`config.mk`:
```
export PLATFORM = sky130hd
export DESIGN_NAME = multi_slot_time_alarm_table_top
export DESIGN_NICKNAME = d
export VERILOG_FILES = /design/src/sv/msta_pkg.sv /design/src/sv/multi_slot_time_alarm_table_top.sv /design/src/sv/msta_ram.sv /design/src/sv/msta_match.sv
export SDC_FILE = /design/constraint.sdc
export NUM_CORES = 2
export LEC_CHECK = 0
export BUFFER_PORTS_ARGS = -buffer_cell sky130_fd_sc_hd__buf_2
export CAP_MARGIN = 20
export CORE_ASPECT_RATIO = 2
export CORE_MARGIN = 2
export CORE_UTILIZATION = 40
export CTS_CLUSTER_SIZE = 40
export DETAILED_ROUTE_END_ITERATION = 16
export GPL_TIMING_DRIVEN = 0
export PLACE_DENSITY_LB_ADDON = 0.2
export REMOVE_ABC_BUFFERS = 1
export SKIP_CTS_REPAIR_TIMING = 1
export SLEW_MARGIN = 10
export SYNTH_ARGS = -nofsm -noshare
export SYNTH_HDL_FRONTEND = slang
export SYNTH_HIERARCHICAL = 1
export SYNTH_SLANG_ARGS = --single-unit
```
`constraint.sdc`:
```
create_clock -name clk -period 7 [get_ports clk]
set_input_delay 0.7 -clock clk [delete_from_list [all_inputs] [get_ports clk]]
set_output_delay 0.7 -clock clk [all_outputs]
set_load 0.005 [all_outputs]
```
`src/sv/msta_pkg.sv`:
```
// ----------------------------------------------------------------------------
// msta_pkg - alarm table shared definitions
// Types, codes and constants of the multi-slot time alarm table.
// ----------------------------------------------------------------------------
package msta_pkg;

  // default number of alarm slots
  localparam int SLOTS_DEFAULT = 32;
  // most list entries one list request reports
  localparam int LIST_LIMIT    = 20;
  // most fired alarms one tick reports
  localparam int MAX_RESULTS   = 32;
  // result counter width, holds up to MAX_RESULTS
  localparam int COUNT_W       = $clog2(MAX_RESULTS + 1);
  // seen minute of a slot that has seen no tick yet
  localparam logic [7:0] SEEN_NONE = 8'hFF;
  // slot field value for no slot
  localparam logic [6:0] SLOT_NONE = 7'h7F;

  typedef enum logic [2:0] {
    ACT_TICK   = 3'd0,
    ACT_ADD    = 3'd1,
    ACT_REMOVE = 3'd2,
    ACT_CLEAR  = 3'd3,
    ACT_LIST   = 3'd4
  } action_t;

  typedef enum logic [1:0] {
    KIND_ACK   = 2'd0,
    KIND_FIRED = 2'd1,
    KIND_ENTRY = 2'd2,
    KIND_EMPTY = 2'd3
  } kind_t;

  typedef enum logic [2:0] {
    S_IDLE,
    S_READ,
    S_EVAL,
    S_ACK,
    S_FLUSH
  } state_t;

  // one stored slot entry (active and fired bits live in flops)
  typedef struct packed {
    logic [4:0]  hour;
    logic [5:0]  minute;
    logic [15:0] payload;
    logic [7:0]  seen;
  } entry_t;

  // verdict of the slot compare unit
  typedef struct packed {
    logic rearm;
    logic fire;
    logic fired_next;
  } match_t;

  // one result record
  typedef struct packed {
    kind_t       kind;
    logic        ok;
    logic [6:0]  slot;
    logic [4:0]  hour;
    logic [5:0]  minute;
    logic [15:0] payload;
    logic        last;
  } res_t;

endpackage

```
`src/sv/multi_slot_time_alarm_table_top.sv`:
```
// ----------------------------------------------------------------------------
// multi_slot_time_alarm_table_top - alarm slot table with tick compare
// Add, remove, clear and list alarm slots; fire matching slots on a tick.
// ----------------------------------------------------------------------------
// One request at a time. Remove and clear go straight to the acknowledge
// state. Tick, list and add walk the slots one per cycle through the single
// read port of the slot ram and the shared compare unit, while the result side
// does not stall; a list stops after its twentieth entry. A disabled or
// invalid tick and an unknown action give no result. Results pass through an
// output register, so a new request is taken while the last result waits.
// Slot hour, minute, payload and seen minute sit in ram; the active and fired
// bits are flops, and reset clears them at once, so no clearing pass is run.
module multi_slot_time_alarm_table_top #(
  parameter int SLOTS = msta_pkg::SLOTS_DEFAULT
) (
  input  logic        clk,
  input  logic        rst,
  input  logic        cfg_we,
  input  logic        cfg_wdata,   // scheduling_enable
  input  logic        s_tvalid,
  output logic        s_tready,
  input  logic [39:0] s_tdata,     // hour_value, minute_value, payload_index,
                                   // remove_target, clock_valid
  input  logic [2:0]  s_tuser,     // action
  output logic        m_tvalid,
  input  logic        m_tready,
  output logic [39:0] m_tdata,     // ok, slot_out, hour_out, minute_out, payload_out
  output logic [1:0]  m_tuser,     // result_kind
  output logic        m_tlast      // last_of_run
);

  import msta_pkg::*;

  localparam int SLOT_W  = (SLOTS > 1) ? $clog2(SLOTS) : 1;
  localparam int ENTRY_W = $bits(entry_t);

  state_t            state, state_next;
  logic              enable;
  logic [SLOTS-1:0]  active;
  logic [SLOTS-1:0]  fired;
  action_t           op;
  logic [4:0]        op_hour;
  logic [5:0]        op_minute;
  logic [15:0]       op_payload;
  logic [SLOT_W-1:0] idx;
  logic [COUNT_W-1:0] count;
  logic              ack_ok;
  logic [6:0]        ack_slot;
  logic              pend_valid;
  res_t              pend;
  res_t              out_res;
  logic              out_valid;

  // input fields
  logic [4:0]        in_hour;
  logic [5:0]        in_minute;
  logic [15:0]       in_payload;
  logic [7:0]        in_target;
  logic              in_clock_valid;
  logic              accept;
  logic              target_ok;
  logic [SLOT_W-1:0] target_idx;

  // scan signals
  entry_t            rd_entry;
  logic [ENTRY_W-1:0] ram_rdata;
  logic              ram_re, ram_we;
  logic [SLOT_W-1:0] ram_raddr;
  logic [ENTRY_W-1:0] ram_wdata;
  match_t            mres;
  logic              cur_active, cur_fired;
  logic              is_tick, is_add, is_list;
  logic              room, found, out_free, stall, advance;
  logic              add_hit, last_idx, list_full;
  logic              out_load;
  res_t              load_res;
  res_t              new_res;

  assign in_hour        = s_tdata[4:0];
  assign in_minute      = s_tdata[10:5];
  assign in_payload     = s_tdata[26:11];
  assign in_target      = s_tdata[34:27];
  assign in_clock_valid = s_tdata[35];

  assign s_tready   = (state == S_IDLE);
  assign accept     = s_tvalid && s_tready;
  assign target_ok  = !in_target[7] && ({1'b0, in_target[6:0]} < 8'(SLOTS));
  assign target_idx = in_target[SLOT_W-1:0];

  // current slot as seen by the scan
  assign rd_entry   = entry_t'(ram_rdata);
  assign cur_active = active[idx];
  assign cur_fired  = fired[idx];
  assign is_tick    = (op == ACT_TICK);
  assign is_add     = (op == ACT_ADD);
  assign is_list    = (op == ACT_LIST);
  assign room       = (count < COUNT_W'(MAX_RESULTS));
  assign last_idx   = (idx == SLOT_W'(SLOTS - 1));
  assign out_free   = !out_valid || m_tready;

  msta_match u_match (
    .entry  (rd_entry),
    .hour   (op_hour),
    .minute (op_minute),
    .fired  (cur_fired),
    .room   (room),
    .res    (mres)
  );

  // scan decisions
  assign found     = (state == S_EVAL) &&
                     ((is_tick && cur_active && mres.fire) || (is_list && cur_active));
  assign stall     = found && pend_valid && !out_free;
  assign advance   = (state == S_EVAL) && !stall;
  assign add_hit   = (state == S_EVAL) && is_add && !cur_active;
  assign list_full = is_list && found && (count == COUNT_W'(LIST_LIMIT - 1));

  always_comb begin
    new_res.kind    = is_tick ? KIND_FIRED : KIND_ENTRY;
    new_res.ok      = 1'b1;
    new_res.slot    = 7'(idx);
    new_res.hour    = rd_entry.hour;
    new_res.minute  = rd_entry.minute;
    new_res.payload = rd_entry.payload;
    new_res.last    = 1'b0;
  end

  // next state
  always_comb begin
    state_next = state;
    case (state)
      S_IDLE: begin
        if (accept) begin
          case (action_t'(s_tuser))
            ACT_TICK:   state_next = (enable && in_clock_valid) ? S_READ : S_IDLE;
            ACT_ADD:    state_next = S_READ;
            ACT_LIST:   state_next = S_READ;
            ACT_REMOVE: state_next = S_ACK;
            ACT_CLEAR:  state_next = S_ACK;
            default:    state_next = S_IDLE;
          endcase
        end
      end
      S_READ: state_next = S_EVAL;
      S_EVAL: begin
        if (add_hit) begin
          state_next = S_ACK;
        end else if (advance) begin
          if (list_full) begin
            state_next = S_FLUSH;
          end else if (last_idx) begin
            state_next = is_add ? S_ACK : S_FLUSH;
          end
        end
      end
      S_ACK: begin
        if (out_free) state_next = S_IDLE;
      end
      S_FLUSH: begin
        if (pend_valid || is_list) begin
          if (out_free) state_next = S_IDLE;
        end else begin
          state_next = S_IDLE;
        end
      end
      default: state_next = S_IDLE;
    endcase
  end

  // ram access and result loading
  always_comb begin
    ram_re    = 1'b0;
    ram_raddr = idx;
    ram_we    = 1'b0;
    ram_wdata = ENTRY_W'({rd_entry.hour, rd_entry.minute, rd_entry.payload,
                          2'b00, op_minute});
    out_load  = 1'b0;
    load_res  = pend;
    case (state)
      S_READ: begin
        ram_re = 1'b1;
      end
      S_EVAL: begin
        ram_raddr = idx + SLOT_W'(1);
        ram_re    = advance && !last_idx && !list_full && !add_hit;
        if (add_hit) begin
          ram_we    = 1'b1;
          ram_wdata = ENTRY_W'({op_hour, op_minute, op_payload, SEEN_NONE});
        end else if (advance && is_tick && cur_active && mres.rearm) begin
          ram_we = 1'b1;
        end
        // hand the older pending result on when a new one arrives
        if (found && pend_valid && out_free) begin
          out_load      = 1'b1;
          load_res      = pend;
          load_res.last = 1'b0;
        end
      end
      S_ACK: begin
        out_load         = out_free;
        load_res.kind    = KIND_ACK;
        load_res.ok      = ack_ok;
        load_res.slot    = ack_slot;
        load_res.hour    = '0;
        load_res.minute  = '0;
        load_res.payload = '0;
        load_res.last    = 1'b1;
      end
      S_FLUSH: begin
        if (pend_valid) begin
          out_load      = out_free;
          load_res      = pend;
          load_res.last = 1'b1;
        end else if (is_list) begin
          out_load         = out_free;
          load_res.kind    = KIND_EMPTY;
          load_res.ok      = 1'b1;
          load_res.slot    = SLOT_NONE;
          load_res.hour    = '0;
          load_res.minute  = '0;
          load_res.payload = '0;
          load_res.last    = 1'b1;
        end
      end
      default: begin
        ram_re = 1'b0;
      end
    endcase
  end

  msta_ram #(
    .WIDTH (ENTRY_W),
    .DEPTH (SLOTS)
  ) u_ram (
    .clk   (clk),
    .we    (ram_we),
    .waddr (idx),
    .wdata (ram_wdata),
    .re    (ram_re),
    .raddr (ram_raddr),
    .rdata (ram_rdata)
  );

  // control and slot flags
  always_ff @(posedge clk) begin
    if (rst) begin
      state      <= S_IDLE;
      enable     <= 1'b1;
      active     <= '0;
      fired      <= '0;
      pend_valid <= 1'b0;
      out_valid  <= 1'b0;
      count      <= '0;
      idx        <= '0;
    end else begin
      state <= state_next;
      if (cfg_we) enable <= cfg_wdata;

      // output register
      if (out_load) begin
        out_valid <= 1'b1;
      end else if (m_tready) begin
        out_valid <= 1'b0;
      end

      // request decode
      if (accept) begin
        idx   <= '0;
        count <= '0;
        case (action_t'(s_tuser))
          ACT_REMOVE: begin
            if (target_ok) active[target_idx] <= 1'b0;
          end
          ACT_CLEAR: begin
            active <= '0;
          end
          default: begin
            active <= active;
          end
        endcase
      end

      // slot scan step
      if (add_hit) begin
        active[idx] <= 1'b1;
        fired[idx]  <= 1'b0;
      end else if (advance) begin
        idx <= idx + SLOT_W'(1);
        if (is_tick && cur_active) fired[idx] <= mres.fired_next;
        if (found) begin
          pend_valid <= 1'b1;
          count      <= count + COUNT_W'(1);
        end
      end

      if (state == S_FLUSH && out_load) pend_valid <= 1'b0;
    end
  end

  // payload registers
  always_ff @(posedge clk) begin
    if (accept) begin
      op         <= action_t'(s_tuser);
      op_hour    <= in_hour;
      op_minute  <= in_minute;
      op_payload <= in_payload;
      ack_ok     <= (action_t'(s_tuser) == ACT_REMOVE) ? target_ok : 1'b1;
      ack_slot   <= ((action_t'(s_tuser) == ACT_REMOVE) && target_ok) ? in_target[6:0]
                                                                      : SLOT_NONE;
    end
    if (add_hit) begin
      ack_ok   <= 1'b1;
      ack_slot <= 7'(idx);
    end else if (advance && last_idx && is_add) begin
      ack_ok   <= 1'b0;
      ack_slot <= SLOT_NONE;
    end
    if (advance && found) pend <= new_res;
    if (out_load) out_res <= load_res;
  end

  assign m_tvalid = out_valid;
  assign m_tdata  = {5'b00000, out_res.payload, out_res.minute, out_res.hour,
                     out_res.slot, out_res.ok};
  assign m_tuser  = out_res.kind;
  assign m_tlast  = out_res.last;

endmodule

```
`src/sv/msta_ram.sv`:
```
// ----------------------------------------------------------------------------
// msta_ram - generic simple dual-port ram
// One write port, one read port with enable and registered read data.
// ----------------------------------------------------------------------------
module msta_ram #(
  parameter int WIDTH = 8,
  parameter int DEPTH = 32
) (
  input  logic                                    clk,
  input  logic                                    we,
  input  logic [((DEPTH > 1) ? $clog2(DEPTH) : 1)-1:0] waddr,
  input  logic [WIDTH-1:0]                        wdata,
  input  logic                                    re,
  input  logic [((DEPTH > 1) ? $clog2(DEPTH) : 1)-1:0] raddr,
  output logic [WIDTH-1:0]                        rdata
);

  logic [WIDTH-1:0] mem [DEPTH];

  // write port
  always_ff @(posedge clk) begin
    if (we) begin
      mem[waddr] <= wdata;
    end
  end

  // registered read port
  always_ff @(posedge clk) begin
    if (re) begin
      rdata <= mem[raddr];
    end
  end

endmodule

```
`src/sv/msta_match.sv`:
```
// ----------------------------------------------------------------------------
// msta_match - slot compare unit
// Shared by every slot of a tick scan: re-arm on a new minute, fire on match.
// ----------------------------------------------------------------------------
module msta_match (
  input  msta_pkg::entry_t entry,
  input  logic [4:0]       hour,
  input  logic [5:0]       minute,
  input  logic             fired,
  input  logic             room,
  output msta_pkg::match_t res
);

  import msta_pkg::*;

  logic fired_eff;

  // a new minute clears the fired flag before the time compare
  always_comb begin
    res.rearm      = (entry.seen != {2'b00, minute});
    fired_eff      = fired && !res.rearm;
    res.fire       = (entry.hour == hour) && (entry.minute == minute) && !fired_eff && room;
    res.fired_next = res.fire || fired_eff;
  end

endmodule

```
==> metrics.txt <==
family with the most delay on the worst path simple AND/OR/NAND/NOR gates; final setup vio count 0; Routed Antenna Nets 0; post-layout util approximately 47%; synth-to-layout area growth 17.4%; final non-filler cell total 5,370; switching part of the total 24.2%; via/cell ratio around 5.8; Worst-Margin Slew 1.13 ns; DP Area 59,000 µm²; WL per Instance 27.6 µm; Multi-input gate area 13,400 µm²; register area 39,600 µm²; CTS tree done; Reg power frac approximately half; Comb power frac 14.0%; post-synthesis cell area between 50,000 and 60,000 µm²; max incr delay on CP roughly 0.89 ns; crit end category flop; mux contribution to synthesized area 11.7%; area share of the largest cell type after synthesis 70.1%; asr flop ratio synth 0%; overall routed net length around 150 mm; IO Port Bufs 84; Synth Area per Inst 16.2 µm²; Clk pin slew, worst setup/hold paths 0.07 ns; most used cell, CP nand4_1; Max VDD drop 0.000207 V; main combinational cell family by area after synthesis multiplexers; first-pass GRT wire length 210 mm; Total GRT Usage 21.2%; slew margin rel. approximately a quarter; Vias approximately 30,000; cells along the critical path inv_1 > nor3_2 > a22oi_1 > nand4_1 > nand4_1 > nor2b_1 > a2111oi_2 > nand2_1 > o21ai_0 > nand3_1 > nor2_4 > buf_12; placed wire-length estimate 92.2 mm; nets@finish 3,594; count leader, synth edfxtp_1; largest cells by area after synthesis edfxtp_1 (70%), mux2i_1 (11%), dfxtp_1 (3.1%); critical path buffer and inverter count 2; Synth Register Bits 1,346; final instance area 63,500 µm²; placed insts approximately 5,100; Max clock buf depth 3; GP Congestion 0.783; final hold slack 0.114 ns; initial drt markers ~2,700; Die Ht 524 µm; H-tree Lvls 3; cell taking the most area after synthesis edfxtp_1; Pre-antenna DRT Iters 5; initial core utilization just over 40%; FMAX 152 MHz; Worst Path Max Fanout 21; worst path required time about 7.4 ns; clk_lat worst skew between 0.7 and 0.8 ns; Ports 94; vias in the first global route a little over 30,000; slowest cell on the critical path dfxtp_1; Post-synth EDFFs 1,262; xor/xnor share of the synthesized area less than 1%; max_cap viols 0; Synth Flop Type edfxtp_1; YS warnings 6; Die X 264 µm; period utilization 94.2%; post-layout min period 6.59 ns; Rows 190; Core Footprint 134,000 µm²; TritonCTS buffer count 116; Switch Pwr 4.56 mW; Simple-Gate Fraction of Synth Area 5.32%; Worst Hold Class primary input to flop; Worst EP arrival ~7.0 ns; Power Density 297 nW/µm²; Die Footprint 138,000 µm²; Layout fillers ~11,000; post-synthesis sequential area ratio 73.2%; clock share of power 36.6%; Residual DRC 0; clk_skew 0.0577 ns; Compound-Gate Fraction of Synth Area 6.42%; initial antenna violation count 6; internal power 14.3 mW; CTS Sinks ~1,300; critical path class flop to flop; Final Slew Violations 0; share of cells above drive strength 1 16.5%; CP Launch Type flop; Cells after Synth ~3,300; post-synthesis adder-cell area fraction 0.139%; pin count of the biggest net entering global routing 85; Root Driver clkbuf_16; library cells used by synthesis 65; Leak 20.5 nW; top cells by count, synth edfxtp_1 (1,262), mux2i_1 (576), a21oi_1 (209), nand3_1 (179), nand2_1 (173); unrepaired setup endpoints after global routing no; status finished, final reports clean; final hold vios 0; global route total overflow 0
## stage by stage
| stage | TNS, ns | worst slack, ns | power, mW |
|---|---|---|---|
| detailed placement | -98.60 | -0.399 | 12.1 |
| floorplan | -1333.54 | -38.11 | 12.7 |
| CTS | -106.73 | -0.416 | 19.0 |
| global route | 0 | 0.192 | 19.5 |
| global placement | -6510.50 | -57.93 | 12.9 |
| finish | 0 | 0.405 | 18.8 |
## registers in the layout, summed over array words and instances, names as in the netlist
signal	cells
m_tuser	2
fired	32
pend	34
m_tvalid	1
op_hour	5
m_tdata	35
count	6
op	3
op_payload	16
active	32
op_minute	6
m_tlast	1
u_ram/mem	1120
idx	5
u_ram/rdata	35
enable	1
pend_valid	1
ack_ok	1
ack_slot	7
state	3
## power groups by stage
stage               registers (mW)  logic [mW]  clock network, mW
floorplan                     9.40        3.28                  0
global placement              9.43        3.49                  0
detailed placement            9.48        2.66                  0
CTS                           9.31        2.67               7.01
global route                  9.32        2.83               7.33
finish                        9.31        2.64               6.89
## cell type report
class | count | area share [%]
Clock buffer | 138 | 4.72
Multi-Input combinational cell | 1762 | 21.1
Sequential cell | 1346 | 62.4
Tap cell | 1728 | 3.41
Timing Repair Buffer | 298 | 6.62
Inverter | 15 | 0.101
Antenna cell | 1 | 0.00394
Clock inverter | 82 | 1.71
## worst paths after layout
| check | end | start | depth (start not counted) | slack, ns |
|---|---|---|---|---|
| hold reg to reg | pend[8] | u_ram/rdata[15] | 0 | 0.45 |
| hold / removal | op_hour[2] | s_tdata[2] | 1 | 0.11 |
| setup reg to reg | u_ram/mem[7][22] | idx[4] | 12 | 0.41 |
| setup / recovery | u_ram/mem[7][22] | idx[4] | 12 | 0.41 |
## cells by family (layout without fill, tap and decap cells)
logic type,after synthesis,count (layout)
flip-flops,1346,1346
multiplexers,618,618
AND/OR/NAND/NOR,577,577
AO/OA/AOI/OAI,532,532
buffers and inverters,231,533
XOR/XNOR,24,24
adder cells (fa/ha/maj),6,6
other,1,6
## worst reg2reg max path, cell delays in order (launching register included)
cell       delay (ns)
dfxtp_1          0.89
inv_1            0.40
nor3_2           0.68
a22oi_1          0.26
nand4_1          0.20
nand4_1          0.14
nor2b_1          0.26
a2111oi_2        0.57
nand2_1          0.43
o21ai_0          0.50
nand3_1          0.77
nor2_4           0.87
buf_12           0.28
## layer usage
metal / vias up / global-route usage, % / routed length [µm]
met4: 4 / 11.0 / 7800
li1: 13500 / - / -
met1: 16000 / 25.7 / 58500
met2: 1088 / 36.8 / 74400
met5: - / 0 / 24
met3: 356 / 2.84 / 7510
## cells in the final DEF (no fill, tap or decap), types with 10 or more instances in the layout
cell | synthesis | layout
a21oi_1 | 209 | 209
a22o_1 | 77 | 77
a22oi_1 | 133 | 133
a31oi_1 | 42 | 42
and3_1 | 35 | 35
buf_12 | 13 | 57
buf_16 | 0 | 56
buf_2 | 53 | 86
buf_4 | 32 | 34
buf_6 | 17 | 39
buf_8 | 7 | 26
bufinv_16 | 0 | 23
clkbuf_1 | 77 | 21
clkbuf_16 | 0 | 116
clkinv_1 | 2 | 23
clkinv_2 | 0 | 17
dfxtp_1 | 84 | 82
edfxtp_1 | 1262 | 1262
mux2_2 | 33 | 33
mux2i_1 | 576 | 576
nand2_1 | 173 | 171
nand3_1 | 179 | 178
nand4_1 | 12 | 12
nor2_1 | 60 | 25
nor2_4 | 0 | 35
nor3_1 | 45 | 42
nor3_2 | 14 | 16
o21ai_0 | 39 | 39
xnor2_1 | 12 | 11
xor2_1 | 10 | 10
Power figures use the tool's default switching activity.
